===== src/rtl/fbde_pkg.sv =====
`default_nettype none
package fbde_pkg;

    localparam int unsigned DEF_MAX_WIDTH  = 512;
    localparam int unsigned DEF_MAX_HEIGHT = 512;

    typedef enum logic [2:0] {
        OP_CLEAR = 3'd0,
        OP_SET   = 3'd1,
        OP_READ  = 3'd2,
        OP_HLINE = 3'd3,
        OP_VLINE = 3'd4,
        OP_VXOR  = 3'd5,
        OP_RECT  = 3'd6,
        OP_BAD   = 3'd7
    } op_t;

    typedef enum logic [1:0] {
        KIND_DONE,
        KIND_REJECT,
        KIND_SPAN,
        KIND_READ
    } kind_t;

    // classified job: a run of rows x cols pixels starting at (col0,row0)
    typedef struct packed {
        kind_t       kind;
        logic        xor_mode;
        logic [12:0] col0;
        logic [12:0] row0;
        logic [12:0] cols;
        logic [12:0] rows;
        logic [31:0] color;
    } job_t;

    typedef enum logic [1:0] {
        BE_IDLE,
        BE_RUN,
        BE_XRD,
        BE_XWR
    } be_state_t;

endpackage
`default_nettype wire


===== src/rtl/fbde_front.sv =====
`default_nettype none
module fbde_front (
    input  wire logic          clk,
    input  wire logic          rst_n,
    input  wire logic          in_valid,
    input  wire logic [2:0]    opcode,
    input  wire logic [8:0]    pos_x,
    input  wire logic [8:0]    pos_y,
    input  wire logic [8:0]    end_coord,
    input  wire logic [9:0]    rect_width,
    input  wire logic [9:0]    rect_height,
    input  wire logic [31:0]   color,
    input  wire logic [12:0]   img_w,
    input  wire logic [12:0]   img_h,
    output fbde_pkg::job_t     job,
    output logic               job_valid,
    input  wire logic          job_taken
);
    import fbde_pkg::*;

    job_t job_reg, job_next;
    logic valid_reg;
    logic [13:0] x, y, e, rw, rh, w, h;

    always_comb
    begin
        x = {5'd0, pos_x};
        y = {5'd0, pos_y};
        e = {5'd0, end_coord};
        rw = {4'd0, rect_width};
        rh = {4'd0, rect_height};
        w = {1'b0, img_w};
        h = {1'b0, img_h};
        job_next = '0;
        job_next.color = color;
        job_next.kind = KIND_DONE;
        unique case (op_t'(opcode))
            OP_CLEAR:
            begin
                job_next.kind = KIND_SPAN;
                job_next.cols = img_w;
                job_next.rows = img_h;
            end
            OP_SET, OP_READ:
            begin
                job_next.col0 = x[12:0];
                job_next.row0 = y[12:0];
                job_next.cols = 13'd1;
                job_next.rows = 13'd1;
                if (x >= w || y >= h)
                    job_next.kind = KIND_REJECT;
                else
                    job_next.kind = (op_t'(opcode) == OP_READ) ? KIND_READ : KIND_SPAN;
            end
            OP_HLINE:
            begin
                job_next.col0 = x[12:0];
                job_next.row0 = y[12:0];
                job_next.cols = 13'(e - x + 14'd1);
                job_next.rows = 13'd1;
                if (x > e)
                    job_next.kind = KIND_DONE;
                else if (e >= w || y >= h)
                    job_next.kind = KIND_REJECT;
                else
                    job_next.kind = KIND_SPAN;
            end
            OP_VLINE, OP_VXOR:
            begin
                job_next.col0 = x[12:0];
                job_next.row0 = y[12:0];
                job_next.cols = 13'd1;
                job_next.rows = 13'(e - y + 14'd1);
                job_next.xor_mode = (op_t'(opcode) == OP_VXOR);
                if (y > e)
                    job_next.kind = KIND_DONE;
                else if (x >= w || e >= h)
                    job_next.kind = KIND_REJECT;
                else
                    job_next.kind = KIND_SPAN;
            end
            OP_RECT:
            begin
                job_next.col0 = x[12:0];
                job_next.row0 = y[12:0];
                job_next.cols = rw[12:0];
                job_next.rows = rh[12:0];
                if (rw == '0 || rh == '0)
                    job_next.kind = KIND_DONE;
                else if (x + rw > w || y + rh > h)
                    job_next.kind = KIND_REJECT;
                else
                    job_next.kind = KIND_SPAN;
            end
            OP_BAD:
                job_next.kind = KIND_REJECT;
            default:
                job_next.kind = KIND_REJECT;
        endcase
    end

    always_ff @(posedge clk or negedge rst_n)
    begin
        if (!rst_n)
            valid_reg <= 1'b0;
        else if (in_valid)
            valid_reg <= 1'b1;
        else if (job_taken)
            valid_reg <= 1'b0;
    end

    always_ff @(posedge clk)
    begin
        if (in_valid)
            job_reg <= job_next;
    end

    assign job = job_reg;
    assign job_valid = valid_reg;
endmodule
`default_nettype wire


===== config.mk =====
export PLATFORM = sky130hd
export DESIGN_NAME = fbde_front
export DESIGN_NICKNAME = d
export VERILOG_FILES = /design/src/rtl/fbde_pkg.sv /design/src/rtl/fbde_front.sv
export SDC_FILE = /design/constraint.sdc
export NUM_CORES = 1
export LEC_CHECK = 0
export ABC_AREA = 1
export BUFFER_PORTS_ARGS = -buffer_cell sky130_fd_sc_hd__buf_2
export CAP_MARGIN = 40
export CORE_MARGIN = 2
export CORE_UTILIZATION = 30
export DETAILED_ROUTE_END_ITERATION = 8
export PLACE_DENSITY = 0.62
export SLEW_MARGIN = 20
export SYNTH_ARGS = -nofsm -noshare
export SYNTH_HDL_FRONTEND = slang
export SYNTH_SLANG_ARGS = --single-unit

===== constraint.sdc =====
create_clock -name clk -period 1.13 [get_ports clk]
set_input_delay 0 -clock clk [delete_from_list [all_inputs] [get_ports clk]]
set_output_delay 0 -clock clk [all_outputs]
set_load 0.1 [all_outputs]

Yosys cells after proc, flatten, opt, wreduce, memory -nomap -nowiden
Cells that the tools add are included.
- register bits after elaboration: 88
- bits of input ports: 112
- output and inout port bits: 88
- logic and storage cells: 55
- $add $sub $neg: 6
- order comparisons: 8
- equal/unequal tests: 7
- mux-type cells: 12
- reductions and logical operators: 12
- operator list (operator ; count):
    $pmux W26 S5 ; 1
    $ge A9 B13 Y1 ; 4
    $gt A11 B13 Y1 ; 2
    $add A10 B2 Y11 const B ; 2
    $add A9 B10 Y11 ; 2
    $logic_not A10 Y1 ; 2
    $sub A9 B9 Y10 ; 2
    $gt A9 B9 Y1 ; 2
    $mux W2 ; 7
    $eq A3 B3 Y1 const B ; 4
    $pmux W2 S6 ; 1
    $eq A3 B2 Y1 const B ; 2
    $reduce_or A6 Y1 ; 1
    $logic_or A1 B1 Y1 ; 5
    $reduce_or A2 Y1 ; 2
    $eq A3 B1 Y1 const B ; 1
    $logic_not A3 Y1 ; 1
    $mux W1 ; 3
    $reduce_bool A2 Y1 ; 1

Logic depth before layout (Yosys ltp)
Gate-level depths: netlist (run 1).
- word-level depth: 6
- gate-level depth with buffers: 21

Worst setup path after synthesis (run 1)
No wires, ideal clock.
- kind: in2reg
- start point: input pos_x[0]
- end point: register job_reg (netlist bit job[85]) (data pin)
- setup time: 254 ps
- data arrival time: 2476 ps
- required time: 876 ps
- path slack: -1600 ps
- stages on the path: 19
- buffers on the path: 0
- path through: ha_1 -> fa_1 -> nand3_1 -> nand3_1 -> a21oi_1 -> nor2_1 -> nor2_1 -> o21bai_1 -> a21oi_1 -> nor2_1 -> ha_1 -> inv_1 -> nor4_1 -> nand3_1 -> nand2_1 -> nand2_1 -> and2_1 -> nor2_1 -> nand2_1
- RTL lines (element ; RTL line ; RTL):
    start: declaration ; fbde_front.sv:7 ; input wire logic [8:0] pos_x,
    end signal: assignment ; fbde_front.sv:115 ; job_reg <= job_next;
    end: declaration ; fbde_front.sv:21 ; job_t job_reg, job_next;

==> flow_metrics.tcl, run 1 <==
set metrics [dict create \
    grt_first_pass_wirelength_mm 36.0 \
    syn_area_per_cell_um2 7.94 \
    clk_path_buf_depth 2 \
    fin_crit_sh_pct 219 \
    setup_viol 26 \
    intPower_mw 7.83 \
    post_drt_wl_per_cell_um 14.7 \
    violations "setup timing" \
    ys.flop_type "edfxtp_1" \
    finalCriticalPeriod_ps 2480 \
    grt_overflow 0 \
    netlist_area_um2 6890 \
    tns_ps -16320 \
    maxCapViolations 0 \
    crit_path_start_kind "input port" \
    synth-edff-count 79 \
    worst_path_max_delay_cell "fa_2" \
    cp_cell_sequence "buf_8, ha_4, fa_2, nand3_2, nand3_2, a21oi_2, nor2_1, nor2_1, o21bai_1, xor2_1, inv_1, ha_4, nand2_4, nor4_4, nand3_1, nand2_2, nand2_1, and2_1, nor2_1, nand2_1" \
    cts_sinks 80 \
    netlist_instances 868 \
    finClkSkew_ps 0 \
    diodes 0 \
    async_flop_share_pct 1.25 \
    h-tree-depth 3 \
    sw_frac_of_total_pct 41.9 \
    globalplace.congestion 0.896 \
    nNetsFinal 1537 \
    cp-startpoint "pos_x[0]" \
    dieArea_um2 24200 \
    antenna_left 0 \
    die_w_um 156 \
    place_hpwl_mm 19.2 \
    syn_to_final_growth_pct 67.3 \
    max_stage_delay_ps 360 \
    r2r_slack_ps 500 \
    io-pin-count 200 \
    root_buffer "clkbuf_16" \
    grt_pass1_vias 7067 \
    yosys_warnings 0 \
    outcome "complete, but fails checks" \
    seq_area_um2 2400 \
    drv_slew 0 \
    required_ps 1240 \
    core_area_um2 22600 \
    synth-seq-area-share_pct 34.8 \
    tightest_slew_ps 511 \
    fmax_mhz 404 \
    slew_headroom_pct 66.2 \
    cp_max_fo 2 \
    die_y_um 156 \
    drt_iter0_drc 368 \
    holdCritStartpoint "img_w[7]" \
    rows 55 \
    p_leak_nw 5.81 \
    drt_pass1_iterations 7 \
    arrival_ps 2590 \
    clock_latency_ps 350 \
    worstSetupPathType "input port to flop" \
    multiInputGateArea_um2 4380 \
    totalWireLength_mm 23.8 \
    grt_usage_pct 19.2 \
    vias 7376 \
    largest_register_ffs 79 \
    synthTopCellsByArea "edfxtp_1, ha_1, nand2_1, inv_1, nand3_1" \
    power_density_nw_per_um2 1170 \
    viasPerCell 4.57 \
    critPathBufInv 2 \
    grt_setup_unrepaired "yes" \
    yosysUniqueCellTypes 42 \
    worst_slack_ps -1350 \
    r2r-start "job_valid$_DFFE_PN0P_" \
    seq_power_share_pct 27.3 \
    yosys.area.top_type "edfxtp_1" \
    clk_pin_slew_ps 70 \
    critPathTopFamily "simple AND/OR/NAND/NOR gates" \
    switching_power_mw 5.64 \
    initial_utilization_pct 30.5 \
    drive_gt1_share_pct 42.2 \
    antenna_found_initial 0 \
    grt_max_degree 46 \
    cts_tree "built" \
    worst_ir_drop_vdd_mv 0.718 \
    p_clk_share_pct 24.4 \
    ys_ff_latch 80 \
    numPortBuffers 191 \
    place_ws_ps -1750 \
    drc 0 \
    crit_path_frequent_cell "nor2_1" \
    numCtsBuffers 9 \
    finalHoldViolations 0 \
    synth_top_area_share_pct 34.4 \
    worstHoldPathType "input port to flop" \
    nFillCells 2087 \
    crit_path_end_kind "flop" \
    power_frac_comb_pct 48.3 \
]
-- path summary, 6_finish.rpt --
check	end	depth (start not counted)
min in group asynchronous	job_valid$_DFFE_PN0P_	3
hold reg to reg	job_valid$_DFFE_PN0P_	2
setup reg to reg	job_valid$_DFFE_PN0P_	2
max in group asynchronous	job_valid$_DFFE_PN0P_	3
setup / recovery	job[85]$_DFFE_PP_	20
hold / removal	job[52]$_DFFE_PP_	3
-- routing by layer --
layer  GRT usage, %  up-vias  routed length (µm)
met1           25.5     3320               10700
met3           3.11       29                1430
met2           32.0      232               11200
li1               -     3795                   -
met5              0        -                   0
met4           5.99        0                 468
-- tightest hold or removal path: cells and delay by family --
family | cells | cell delay, ps
and+or+nand+nor | 2 | 150
buffers and inverters | 1 | 100
-- kinds of logic after synthesis --
| logic type | share of synthesized area, % |
|---|---|
| and+or+nand+nor | 26.8 |
| buffers and inverters | 9.24 |
| adders and majority gates | 18.6 |
| AOI/OAI and AO/OA | 8.14 |
| DFF | 34.8 |
| xor gates and xnor gates | 2.40 |
| other | 0.0544 |
-- power by group through the flow --
stage          Sequential, mW  Clock, mW  Combinational, mW
2_1_floorplan            5.63          0               1.93
3_3_place_gp             3.74          0               5.83
3_5_place_dp             3.74          0               5.87
4_1_cts                  3.68       3.39               6.15
5_1_grt                  3.71       3.49               6.97
6_report                 3.68       3.29               6.50
-- through the flow --
step | hold WS [ps] | total power, mW | cell area [µm²] | cells | utilization [%]
5_1_grt | 2.83 | 14.2 | 11500 | 1615 | 51.1
3_3_place_gp | -226 | 9.56 | 10100 | 1542 | 44.9
6_report | 10.9 | 13.5 | 11500 | 1615 | 51.1
4_1_cts | 1.57 | 13.2 | 11100 | 1606 | 49.2
3_5_place_dp | -225 | 9.61 | 10100 | 1542 | 44.9
2_1_floorplan | -296 | 7.56 | 7080 | 875 | -
-- cell type report --
class                      count  area share, %
inverter                     145           4.95
multi-input combinational    637           38.0
timing repair buffer         452           30.3
sequential                    80           20.8
clock buffer                   9           1.95
tap                          285           3.09
clock inverter                 7          0.890
-- cells in the final DEF, fill, tap and decap left out, types with 4 or more instances in the layout --
cell type        n
nand3_4          4
buf_12          21
nand3_2         12
inv_2            8
buf_2          134
inv_1          132
nor3_1          13
o21ai_2          5
o21bai_1         6
edfxtp_1        79
nand2_2         35
nand2_1        184
xor2_1          15
dlygate4sd3_1   40
o21ai_1          6
fa_2             4
buf_8            4
nand3b_1        12
o221ai_2         5
a21oi_1         36
nand3_1         45
nor2_2          18
nand4_1          8
inv_4            4
o21ai_0         15
a21oi_2          7
conb_1           8
buf_6           11
clkbuf_16        9
ha_4             9
ha_1            87
nor2_1          64
buf_4          212
o211ai_1         8
clkbuf_4        30
nor2_4           9
-- synthesized netlist by cell type (all sizes together), types with 4 or more instances --
master	n
a21oi	43
buf	12
edfxtp	79
fa	4
ha	96
inv	145
nand2	222
nand3	61
nand3b	12
nand4	8
nor2	91
nor3	14
nor4	5
o211ai	8
o21ai	26
o21bai	6
o221ai	5
xor2	17
-- repair_timing --
action | CTS | global route
gates resized for setup | 50 | 99
setup buffers | 8 | 11
endpoints found under the setup margin | 31 | 56
cloned | 0 | 0
hold buffers | 40 | 0
pin swaps | 45 | 55
endpoints found under the hold margin | 39 | 0
No activity file was read; power rests on OpenSTA's default activity.
==> run 2, diff against run 1 <==
- ABC_AREA: 1 -> not set
- CAP_MARGIN: 40 -> 0
- CORE_UTILIZATION: 30 -> 55
- PLACE_DENSITY: 0.62 -> 0.95
==> flow_metrics.tcl, run 2 <==
set metrics [dict create \
    synth-edff-count 79 \
    ys.flop_type "edfxtp_1" \
    initial_utilization_pct 56.6 \
    netlist_instances 655 \
    numCtsBuffers 9 \
    h-tree-depth 3 \
    place_area_um2 9540 \
    grt_overflow 1238 \
    place_hpwl_mm 19.6 \
    cts_sinks 80 \
    die_y_um 113 \
    synth_top_area_share_pct 36.6 \
    globalplace.congestion 1.01 \
    async_flop_share_pct 1.25 \
    place_inst 1186 \
    ys_top_cells_by_count "ha_1, edfxtp_1, inv_1, a21oi_1, o21ai_0" \
    synth_most_common_cell "ha_1" \
    grt_usage_pct 102 \
    worst_endpoint "job[85]$_DFFE_PP_/D" \
    root_buffer "clkbuf_16" \
    ys_ff_latch 80 \
    synthTopCellsByArea "edfxtp_1, ha_1, inv_1, a21oi_1, o21ai_0" \
    netlist_area_um2 6490 \
    numPortBuffers 191 \
    outcome "stopped before the end" \
    error_line "[ERROR GRT-0232] Routing congestion too high. Check the congestion heatmap in the GUI." \
    die_w_um 113 \
    clk_path_buf_depth 2 \
    endpoint_type "register data pin" \
    io-pin-count 200 \
    yosysUniqueCellTypes 65 \
    place_ws_ps -2120 \
    rows 39 \
    grt_max_degree 37 \
    yosys.area.top_type "edfxtp_1" \
    yosys_warnings 0 \
    lastStage "5_1_grt" \
    syn_area_per_cell_um2 9.91 \
    synth-seq-area-share_pct 36.9 \
]
run 2: through the flow:
step / util [%] / setup TNS (ps)
floorplan: - / -20170
global placement: 83.2 / -29340
detailed placement: 83.2 / -31940
CTS: 94.4 / -22200
run 2: timing repair:
item                                    CTS
pin swaps                                57
endpoints found under the hold margin    35
buffers inserted                         21
endpoints found under the setup margin   29
resized for setup                       102
hold buffers                             36
run 2: metal layers:
metal	global-route usage (%)	GRT overflow
met5	30.6	1
met4	113	244
met3	77.9	18
met2	137	966
met1	89.4	9
run 2: cells by family after synthesis:
| kind of cell | count (synthesis) | synth area share (%) |
|---|---|---|
| adders and majority gates | 100 | 19.7 |
| and+or+nand+nor | 159 | 12.6 |
| DFF | 80 | 36.9 |
| AOI/OAI and AO/OA | 186 | 19.0 |
| other | 1 | 0.0578 |
| buffers and inverters | 85 | 5.40 |
| muxes | 3 | 0.482 |
| xor gates and xnor gates | 41 | 5.77 |
==> run 3, diff against run 2 <==
- CORE_UTILIZATION: 55 -> 40
- PLACE_DENSITY: 0.95 -> not set
- PLACE_DENSITY_LB_ADDON: not set -> 0.15
==> flow_metrics.tcl, run 3 <==
set metrics [dict create \
    finalCriticalPeriod_ps 2580 \
    reg2reg_depth 1 \
    place_area_um2 9740 \
    core_area_um2 15900 \
    crit_path_start_kind "input port" \
    vias 6876 \
    drt_pass1_iterations 5 \
    synth_compound_area_share_pct 19.0 \
    drt_iter0_drc 395 \
    seq_area_um2 2400 \
    required_ps 1230 \
    initial_utilization_pct 40.8 \
    nFillCells 1198 \
    worstHoldPathType "input port to flop" \
    grt_overflow 0 \
    syn_to_final_growth_pct 74.4 \
    netlist_area_um2 6490 \
    grt_pass1_vias 7023 \
    arrival_ps 2690 \
    drc 0 \
    sw_frac_of_total_pct 40.9 \
    clk_pin_slew_ps 70 \
    synth-seq-area-share_pct 36.9 \
    antenna_left 0 \
    seq_power_share_pct 26.4 \
    netlist_instances 655 \
    crit_path_end_kind "flop" \
    synth_top_family_by_area "adder cells" \
    worst_ir_drop_vdd_mv 0.787 \
    synthAdderAreaFrac_pct 19.7 \
    grt_usage_pct 27.2 \
    power_frac_comb_pct 50.6 \
    cp_max_fo 2 \
    tightest_slew_ps 620 \
    whs_ps 19.6 \
    worst_path_max_delay_cell "a2111oi_4" \
    drive_gt1_share_pct 50.5 \
    cp_cell_sequence "buf_8, ha_4, a21o_1, a21oi_2, o21bai_2, a2111oi_4, o31ai_1, a21oi_1, xnor2_1, ha_1, o21a_1, o21ai_1, a21oi_1, a21oi_2, o22ai_2, nand2b_1, nand4_1" \
    async_flop_share_pct 1.25 \
    cts_sinks 80 \
    synth_top_area_share_pct 36.6 \
    intPower_mw 8.24 \
    synth_most_common_cell "ha_1" \
    r2r_slack_ps 450 \
    finalHoldViolations 0 \
    r2r_end "job_valid$_DFFE_PN0P_" \
    grt_max_degree 29 \
    largest_register_ffs 79 \
    holdCritStartpoint "img_w[8]" \
    totalWireLength_mm 23.7 \
    worstSetupPathType "input port to flop" \
    rows 46 \
    grt_setup_unrepaired "yes" \
    h-tree-depth 3 \
    nNetsFinal 1330 \
    fmax_mhz 387 \
    outcome "complete, but fails checks" \
    worst_slack_ps -1450 \
    syn_area_per_cell_um2 9.91 \
    p_leak_nw 5.27 \
    fin_crit_sh_pct 229 \
    synthXorXnorAreaFrac_pct 5.77 \
    drv_slew 0 \
    violations "setup timing" \
    multiInputGateArea_um2 4500 \
    slew_headroom_pct 57.6 \
    finClkSkew_ps 0 \
    viasPerCell 5.14 \
    setup_viol 26 \
    finalPower_mw 13.9 \
    layout_common_cells "buf_4, buf_2, ha_1, edfxtp_1, inv_1" \
    clk_path_buf_depth 2 \
    yosys_warnings 0 \
    place_hpwl_mm 18.8 \
    ys_top_cells_by_count "ha_1, edfxtp_1, inv_1, a21oi_1, o21ai_0" \
    p_clk_share_pct 23.1 \
    cts_tree "built" \
    switching_power_mw 5.70 \
    synthMuxAreaShare_pct 0.482 \
    globalplace.congestion 0.984 \
    root_buffer "clkbuf_16" \
    ys_ff_latch 80 \
    synthTopCellsByArea "edfxtp_1, ha_1, inv_1, a21oi_1, o21ai_0" \
    antenna_found_initial 1 \
    die_y_um 131 \
    clock_latency_ps 350 \
    crit_end "job[85]$_DFFE_PP_" \
    post_drt_wl_per_cell_um 17.7 \
    io-pin-count 200 \
    yosys.area_share.simple_pct 12.6 \
    numPortBuffers 191 \
    ys.flop_type "edfxtp_1" \
    layout_commonest_cell "buf_4" \
    die_w_um 131 \
    max_stage_delay_ps 390 \
    grt_first_pass_wirelength_mm 36.9 \
    diodes 0 \
    power_density_nw_per_um2 1230 \
    dieArea_um2 17300 \
    synth-edff-count 79 \
    yosysUniqueCellTypes 65 \
    numCtsBuffers 9 \
    yosys.area.top_type "edfxtp_1" \
    cp-startpoint "rect_width[1]" \
    r2r-start "job_valid$_DFFE_PN0P_" \
    maxCapViolations 0 \
    final_area_um2 11300 \
]
==> run 3: cell counts after synthesis <==
Identical to the previous run, type by type.
==> run 3: layer usage <==
metal	GRT usage (%)	vias up	share of wire (%)
li1	-	3335	-
met1	35.9	3246	44
met2	45.4	260	48
met3	5.09	33	6.7
met4	8.15	2	1.9
met5	0	-	0.055
==> run 3: final cells by class <==
type,count,area share (%)
clock inverters,7,0.906
multi-input cells,497,39.7
clock buffers,9,1.99
well taps,216,2.39
repair buffers,466,31.5
inverters,64,2.30
flip-flops and latches,80,21.2
==> run 3: cells by family after synthesis <==
| group | after synthesis |
|---|---|
| simple gates | 159 |
| fa+ha+maj | 100 |
| buf+inv | 85 |
| mux | 3 |
| flops | 80 |
| compound gates | 186 |
| other cells | 1 |
| xor+xnor | 41 |
==> run 3: what timing repair did <==
action                                  CTS  global route
hold buffers                             38             0
pin swaps                                58            57
gates resized for setup                  85            48
endpoints found under the setup margin   31            31
buffers inserted                         18            14
hold endpoints to repair                 37             0
==> run 3: critical path: cells and delay by family <==
| family | cells | cell delay (ps) |
|---|---|---|
| simple gates | 2 | 180 |
| fa+ha+maj | 2 | 490 |
| xor+xnor | 1 | 140 |
| compound gates | 11 | 1780 |
| buf+inv | 1 | 100 |
==> run 3: worst min-delay path by stage <==
stage	slack, ps	end	cells past startpoint
2_1_floorplan	-300	job_valid$_DFFE_PN0P_	0
3_3_place_gp	-220	job_valid$_DFFE_PN0P_	1
3_5_place_dp	-220	job_valid$_DFFE_PN0P_	1
4_1_cts	10	job[51]$_DFFE_PP_	3
5_1_grt	30	job[53]$_DFFE_PP_	3
6_report	20	job[53]$_DFFE_PP_	3
==> run 3: power groups by stage <==
stage               Sequential (mW)  Combinational, mW  Clock, mW
global route                   3.70               7.44       3.40
finish                         3.68               7.05       3.21
global placement               3.74               5.97          0
floorplan                      5.61               2.07          0
CTS                            3.68               6.64       3.30
detailed placement             3.74               6.07          0
==> run 3: through the flow <==
step	setup WS [ps]	setup TNS, ps	instances	utilization, %
2_1_floorplan	-1460	-20170	662	-
3_3_place_gp	-1930	-32650	1255	61.3
3_5_place_dp	-1960	-32700	1255	61.3
4_1_cts	-1480	-20070	1326	69.0
5_1_grt	-1650	-22800	1339	71.3
6_report	-1450	-20650	1339	71.3
